--- src/rtl/core/udiv_pkg.sv ---
`timescale 1ns / 1ps

package udiv_pkg;

    // operand half width and derived sizes
    localparam int HALF_WIDTH = 64;
    localparam int FULL_WIDTH = 2 * HALF_WIDTH;
    localparam int CNT_W      = $clog2(FULL_WIDTH);

    localparam logic [CNT_W-1:0] LAST_STEP = CNT_W'(FULL_WIDTH - 1);

    // sequencer states
    typedef enum logic [2:0] {
        S_IDLE = 3'b001,
        S_RUN  = 3'b010,
        S_DONE = 3'b100
    } udiv_state_t;

    // sequencer commands to the datapath
    typedef struct packed {
        logic load;
        logic step;
    } udiv_ctl_t;

endpackage

--- src/rtl/core/udiv_datapath.sv ---
`timescale 1ns / 1ps

module udiv_datapath
    import udiv_pkg::*;
(
    input  logic                  clk,
    input  udiv_ctl_t             ctl,
    input  logic [FULL_WIDTH-1:0] dividend,
    input  logic [FULL_WIDTH-1:0] divisor,
    output logic                  in_zero,
    output logic [FULL_WIDTH-1:0] quo,
    output logic [FULL_WIDTH-1:0] rem,
    output logic                  zero_flag
);

    // quo_reg holds unconsumed dividend bits at the top, quotient bits shift in at the bottom
    logic [FULL_WIDTH-1:0] rem_reg, rem_next;
    logic [FULL_WIDTH-1:0] quo_reg, quo_next;
    logic [FULL_WIDTH-1:0] dvs_reg;
    logic                  zero_reg, zero_next;

    logic [FULL_WIDTH:0]   shifted;
    logic [FULL_WIDTH:0]   diff;
    logic                  ge;

    assign in_zero = (divisor == '0);

    // shared shift / compare / subtract unit
    always_comb
    begin
        shifted = {rem_reg, quo_reg[FULL_WIDTH-1]};
        diff    = shifted - {1'b0, dvs_reg};
        ge      = (shifted >= {1'b0, dvs_reg});
    end

    // next register values
    always_comb
    begin
        rem_next  = rem_reg;
        quo_next  = quo_reg;
        zero_next = zero_reg;
        if (ctl.load)
        begin
            zero_next = in_zero;
            if (in_zero)
            begin
                rem_next = dividend;
                quo_next = '1;
            end
            else
            begin
                rem_next = '0;
                quo_next = dividend;
            end
        end
        else if (ctl.step)
        begin
            rem_next = ge ? diff[FULL_WIDTH-1:0] : shifted[FULL_WIDTH-1:0];
            quo_next = {quo_reg[FULL_WIDTH-2:0], ge};
        end
    end

    // payload registers
    always_ff @(posedge clk)
    begin
        rem_reg  <= rem_next;
        quo_reg  <= quo_next;
        zero_reg <= zero_next;
        if (ctl.load)
        begin
            dvs_reg <= divisor;
        end
    end

    assign quo       = quo_reg;
    assign rem       = rem_reg;
    assign zero_flag = zero_reg;

endmodule

--- src/rtl/core/udiv_ctrl.sv ---
`timescale 1ns / 1ps

module udiv_ctrl
    import udiv_pkg::*;
(
    input  logic      clk,
    input  logic      rst_n,
    input  logic      in_valid,
    output logic      in_stall,
    input  logic      in_zero,
    input  logic      done_take,
    output logic      done,
    output udiv_ctl_t ctl
);

    udiv_state_t      state_reg, state_next;
    logic [CNT_W-1:0] cnt_reg, cnt_next;

    // sequencer
    always_comb
    begin
        state_next = state_reg;
        cnt_next   = cnt_reg;
        ctl        = '0;
        done       = 1'b0;
        in_stall   = 1'b1;
        unique case (state_reg)
            S_IDLE:
            begin
                in_stall = 1'b0;
                if (in_valid)
                begin
                    ctl.load   = 1'b1;
                    cnt_next   = LAST_STEP;
                    state_next = in_zero ? S_DONE : S_RUN;
                end
            end
            S_RUN:
            begin
                ctl.step = 1'b1;
                if (cnt_reg == '0)
                begin
                    state_next = S_DONE;
                end
                else
                begin
                    cnt_next = cnt_reg - 1'b1;
                end
            end
            S_DONE:
            begin
                done = 1'b1;
                if (done_take)
                begin
                    state_next = S_IDLE;
                end
            end
            default:
            begin
                state_next = S_IDLE;
            end
        endcase
    end

    always_ff @(posedge clk or negedge rst_n)
    begin
        if (!rst_n)
        begin
            state_reg <= S_IDLE;
            cnt_reg   <= '0;
        end
        else
        begin
            state_reg <= state_next;
            cnt_reg   <= cnt_next;
        end
    end

    // load with a nonzero divisor starts the bit loop at the top step
    a_load_run: assert property (@(posedge clk) disable iff (!rst_n)
        (ctl.load && !in_zero) |=> (state_reg == S_RUN && cnt_reg == LAST_STEP))
        else $error("load did not start the bit loop");

    // zero divisor skips the loop
    a_zero_done: assert property (@(posedge clk) disable iff (!rst_n)
        (ctl.load && in_zero) |=> (state_reg == S_DONE))
        else $error("zero divisor did not finish at once");

    // last step hands over to done
    a_last_step: assert property (@(posedge clk) disable iff (!rst_n)
        (state_reg == S_RUN && cnt_reg == '0) |=> (state_reg == S_DONE))
        else $error("bit loop overran");

    // datapath never loads and steps together
    a_ctl_excl: assert property (@(posedge clk) disable iff (!rst_n)
        !(ctl.load && ctl.step))
        else $error("load and step together");

endmodule

--- src/rtl/core/udiv128_quotient_remainder_unit.sv ---
`timescale 1ns / 1ps
// sequencing: after the input accept a nonzero divisor runs 128 subtract steps and
//   then hands the result to the output register; a zero divisor skips the steps
// a new word is accepted only after the last result reaches the output register,
//   and the single 129-bit subtractor makes one quotient bit per cycle
// reset: rst_n asynchronous active low clears sequencer and output valid

module udiv128_quotient_remainder_unit
    import udiv_pkg::*;
(
    input  logic                  clk,
    input  logic                  rst_n,
    input  logic                  in_valid,
    output logic                  in_stall,
    input  logic [HALF_WIDTH-1:0] dividend_hi,
    input  logic [HALF_WIDTH-1:0] dividend_lo,
    input  logic [HALF_WIDTH-1:0] divisor_hi,
    input  logic [HALF_WIDTH-1:0] divisor_lo,
    output logic                  out_valid,
    input  logic                  out_stall,
    output logic [HALF_WIDTH-1:0] quotient_hi,
    output logic [HALF_WIDTH-1:0] quotient_lo,
    output logic [HALF_WIDTH-1:0] remainder_hi,
    output logic [HALF_WIDTH-1:0] remainder_lo,
    output logic                  divide_by_zero
);

    udiv_ctl_t             ctl;
    logic                  in_zero;
    logic                  done;
    logic                  done_take;
    logic [FULL_WIDTH-1:0] quo;
    logic [FULL_WIDTH-1:0] rem;
    logic                  zero_flag;

    logic                  out_valid_reg, out_valid_next;
    logic [FULL_WIDTH-1:0] quo_out_reg;
    logic [FULL_WIDTH-1:0] rem_out_reg;
    logic                  dbz_out_reg;

    udiv_ctrl u_ctrl (
        .clk       (clk),
        .rst_n     (rst_n),
        .in_valid  (in_valid),
        .in_stall  (in_stall),
        .in_zero   (in_zero),
        .done_take (done_take),
        .done      (done),
        .ctl       (ctl)
    );

    udiv_datapath u_datapath (
        .clk       (clk),
        .ctl       (ctl),
        .dividend  ({dividend_hi, dividend_lo}),
        .divisor   ({divisor_hi, divisor_lo}),
        .in_zero   (in_zero),
        .quo       (quo),
        .rem       (rem),
        .zero_flag (zero_flag)
    );

    // output word register, refilled when empty or being taken
    assign done_take = done && (!out_valid_reg || !out_stall);

    always_comb
    begin
        out_valid_next = out_valid_reg;
        if (done_take)
        begin
            out_valid_next = 1'b1;
        end
        else if (!out_stall)
        begin
            out_valid_next = 1'b0;
        end
    end

    always_ff @(posedge clk or negedge rst_n)
    begin
        if (!rst_n)
        begin
            out_valid_reg <= 1'b0;
        end
        else
        begin
            out_valid_reg <= out_valid_next;
        end
    end

    always_ff @(posedge clk)
    begin
        if (done_take)
        begin
            quo_out_reg <= quo;
            rem_out_reg <= rem;
            dbz_out_reg <= zero_flag;
        end
    end

    assign out_valid      = out_valid_reg;
    assign quotient_hi    = quo_out_reg[FULL_WIDTH-1:HALF_WIDTH];
    assign quotient_lo    = quo_out_reg[HALF_WIDTH-1:0];
    assign remainder_hi   = rem_out_reg[FULL_WIDTH-1:HALF_WIDTH];
    assign remainder_lo   = rem_out_reg[HALF_WIDTH-1:0];
    assign divide_by_zero = dbz_out_reg;

    // zero divisor word carries an all-ones quotient
    a_dbz_ones: assert property (@(posedge clk) disable iff (!rst_n)
        (out_valid_reg && dbz_out_reg) |-> (quo_out_reg == '1))
        else $error("divide by zero word without all-ones quotient");

    // a finished result is only moved while the core is busy
    a_take_busy: assert property (@(posedge clk) disable iff (!rst_n)
        done_take |-> in_stall)
        else $error("result handoff while core idle");

    // a held output word is never overwritten
    a_no_overwrite: assert property (@(posedge clk) disable iff (!rst_n)
        (out_valid_reg && out_stall) |-> !done_take)
        else $error("output word overwritten while stalled");

endmodule
--- config.mk ---
export PLATFORM = sky130hd
export DESIGN_NAME = udiv128_quotient_remainder_unit
export DESIGN_NICKNAME = d
export VERILOG_FILES = /design/src/rtl/core/udiv_pkg.sv /design/src/rtl/core/udiv_datapath.sv /design/src/rtl/core/udiv_ctrl.sv /design/src/rtl/core/udiv128_quotient_remainder_unit.sv
export SDC_FILE = /design/constraint.sdc
export NUM_CORES = 1
export LEC_CHECK = 0
export BUFFER_PORTS_ARGS = -buffer_cell sky130_fd_sc_hd__buf_4
export CAP_MARGIN = 30
export CORE_UTILIZATION = 30
export CTS_CLUSTER_SIZE = 14
export DETAILED_ROUTE_END_ITERATION = 10
export GPL_ROUTABILITY_DRIVEN = 0
export HOLD_SLACK_MARGIN = 0.06
export PLACE_DENSITY = 0.49
export SLEW_MARGIN = 10
export SYNTH_ARGS = -nofsm -noshare
export SYNTH_HDL_FRONTEND = slang
export SYNTH_SLANG_ARGS = --single-unit
--- constraint.sdc ---
create_clock -name clk -period 19.7 [get_ports clk]
set_clock_uncertainty 0.1 [all_clocks]
set_input_delay 2.955 -clock clk [delete_from_list [all_inputs] [get_ports clk]]
set_output_delay 2.955 -clock clk [all_outputs]
set_load 0.02 [all_outputs]
==> qor.txt <==
Status: finished, final reports clean
Setup CP Type: primary input to flip-flop
Via density: 5.07
CP Launch Type: primary input
Io pins: 519
Final setup TNS: 0 ns
Root Buffer: clkbuf_16
MaxCap Viol Count: 0
Commonest non-fill, non-tap cell in the layout: edfxtp_1
Leak pwr: 16.2 nW
#FFs+latches synth: 653
Pin count of the biggest net entering global routing: 134
Met3 Resource Use GR: 4.18%
Max Freq: 0.156 GHz
CP Max Fanout: 77
Setup Buffers After CTS: 0
Worst-path clk slew: 0.06 ns
R2R Setup Slk: 14.08 ns
Synth area leader: edfxtp_1
Worst-margin pin slew: 1.09 ns
GR peak layer: met2
Initial core utilization: 30.4%
Number of global-route vias before repair: 25600
Final hold violations: 0
EDFF count, synth: 642
Die Width: 337 um
R2R Path Start: u_datapath.rem[3]
Syn nets: 3558
Final-stage net count: 4012
Worst Setup SP: in_valid
Fraction of registers with async set/reset: 1.68%
Synthesized instance count: 3167
Reg-to-reg endpoint: u_datapath.rem[51]
Most frequent cells in the layout: edfxtp_1, buf_4, nand2_1
Port buffer count: 518
Clock Tree Buf Depth: 3
Residual DRC count: 0
Total grt overflow: 0
Die Footprint: 114000 um2
First-pass GRT wire length: 168000 um
Crit end category: flip-flop
Worst path arrival time: 6.57 ns
Chip Height: 337 um
Minimum clock period: 6.40 ns
Inserted Clock Buffers: 77
Number of setup violations in the final report: 0
Row cnt: 122
DP HPWL: 86800 um
Placed Instances: 5026
Clk_lat worst skew: 0.67 ns
Share of layout cells above drive strength 1: 19.2%
Wire per inst: 22.3 um
Pwr dens: 178 nW/um2
CTS tree: done
Final ANT Viol Nets: 0
Crit path required time: 19.87 ns
Hold Crit Class: flip-flop to flip-flop
Top post-synthesis cells by area: edfxtp_1, a21oi_1, nand2_1, ha_1, o21ai_0
Synthesized cell area: 33800 um2
Util after Layout: 37.5%
Drt initial violations: 2021
Mean post-synth cell area: 10.7 um2
Grt met1 use: 26.9%
GRT Total Usage: 19.8%
Slew margin rel.: 27.1%
RSZ-0062 raised after global routing: no
Path depth of the worst reg2reg path: 14
Post-CTS Resized: 0
Initial antenna violation count: 16
CP endpoint: u_datapath.rem[19]
Final cell count without fillers: 5172
Area delta synth->final: 23.3%
H-tree depth: 3
Maximum vdd drop: 88.9 uV
Hold_buf cts: 0
Main flop type after synthesis: edfxtp_1
First-pass DRT Iterations: 6
Core area: 111000 um2
Seq/Total Area, Yosys: 57.9%
Detailed Route WL: 116000 um
Ys Warns: 0
Via count: 26200
Final number of max-transition violations: 0
Period utilisation layout: 32.5%
Cell variety after synth: 92
Yosys top cell area share: 57.1%
Met2 Use GR: 31.6%
TritonCTS Sinks: 653
## kinds of logic (layout without fill, tap and decap cells)
| family | Yosys count | in the layout | synth area share (%) |
|---|---|---|---|
| XOR/XNOR | 117 | 117 | 3.04 |
| other | 0 | 3 | 0 |
| AND/OR/NAND/NOR | 908 | 908 | 12.1 |
| AO/OA/AOI/OAI | 981 | 981 | 17.2 |
| multiplexers | 18 | 18 | 0.545 |
| adder cells (fa/ha/maj) | 131 | 131 | 4.88 |
| buffers and inverters | 359 | 873 | 4.26 |
| flip-flops | 653 | 653 | 57.9 |
## worst max-delay path, cell delays in order
cell     delay [ns]
buf_4          0.09
nand3_4        0.54
inv_8          0.71
or2_4          0.57
buf_4          0.72
buf_4          0.79
## per-stage QoR
step	worst slack, ns	power, mW	hold WS (ns)	area (um2)
floorplan	3.35	4.99	0.300	33800
global placement	11.35	5.97	0.302	39000
detailed placement	12.49	5.98	0.305	39100
CTS	13.20	7.43	0.313	41500
global route	12.96	7.93	0.335	41600
finish	13.30	7.40	0.316	41600
## cells in the mapped netlist, types with 5 or more instances
| cell type | n |
|---|---|
| dfrtp_1 | 10 |
| o21a_1 | 16 |
| buf_2 | 50 |
| xnor2_1 | 79 |
| o21ai_0 | 246 |
| or2_2 | 11 |
| a21oi_1 | 380 |
| edfxtp_1 | 642 |
| nor2b_1 | 12 |
| inv_1 | 184 |
| a221oi_1 | 7 |
| ha_1 | 130 |
| a22o_1 | 23 |
| o21bai_1 | 47 |
| a211oi_1 | 13 |
| nand2b_1 | 10 |
| and2_1 | 11 |
| xor2_1 | 38 |
| nor3_1 | 26 |
| a31oi_1 | 16 |
| o22ai_1 | 5 |
| nor4_1 | 47 |
| and3_1 | 11 |
| nand2_1 | 460 |
| nand4_1 | 68 |
| clkbuf_1 | 116 |
| nor2_1 | 183 |
| o211ai_1 | 6 |
| a21boi_0 | 7 |
| a21o_1 | 47 |
| a22oi_1 | 26 |
| o31ai_1 | 14 |
| nand3_1 | 37 |
| o21ai_1 | 74 |
| mux2i_1 | 15 |
## how the worst min path moves through the flow
| stage | from | endpoint | depth (start not counted) |
|---|---|---|---|
| final | u_datapath.zero_flag | divide_by_zero | 0 |
| after global routing | u_datapath.zero_flag | divide_by_zero | 0 |
| after CTS | u_datapath.zero_flag | divide_by_zero | 0 |
| after detailed placement | u_datapath.zero_flag | divide_by_zero | 0 |
| after global placement | u_datapath.zero_flag | divide_by_zero | 0 |
| after floorplan | u_datapath.zero_flag | divide_by_zero | 0 |
## cell type report
cell class	count	area (um2)
fill	11200	69500
sequential	653	19600
multi-input combinational	2155	12800
timing repair buffer	549	4240
clock buffer	98	2050
tap	1488	1860
inverter	185	702
clock inverter	41	387
antenna	3	7.51
## layer usage
layer | up-vias | wire length (um) | part of all wire, %
met5 | - | 97 | 0.084
met2 | 843 | 53600 | 46
met3 | 131 | 7710 | 6.7
met4 | 14 | 2650 | 2.3
li1 | 12500 | - | -
met1 | 12700 | 51500 | 45
## power by group
part,total [mW],internal (mW),switching [mW],leakage (nW)
Clock,1.40,0.816,0.589,1.17
Sequential,2.45,2.20,0.247,6.09
Combinational,3.55,1.25,2.30,8.95
Note: power is estimated with default switching activity, not from simulation.
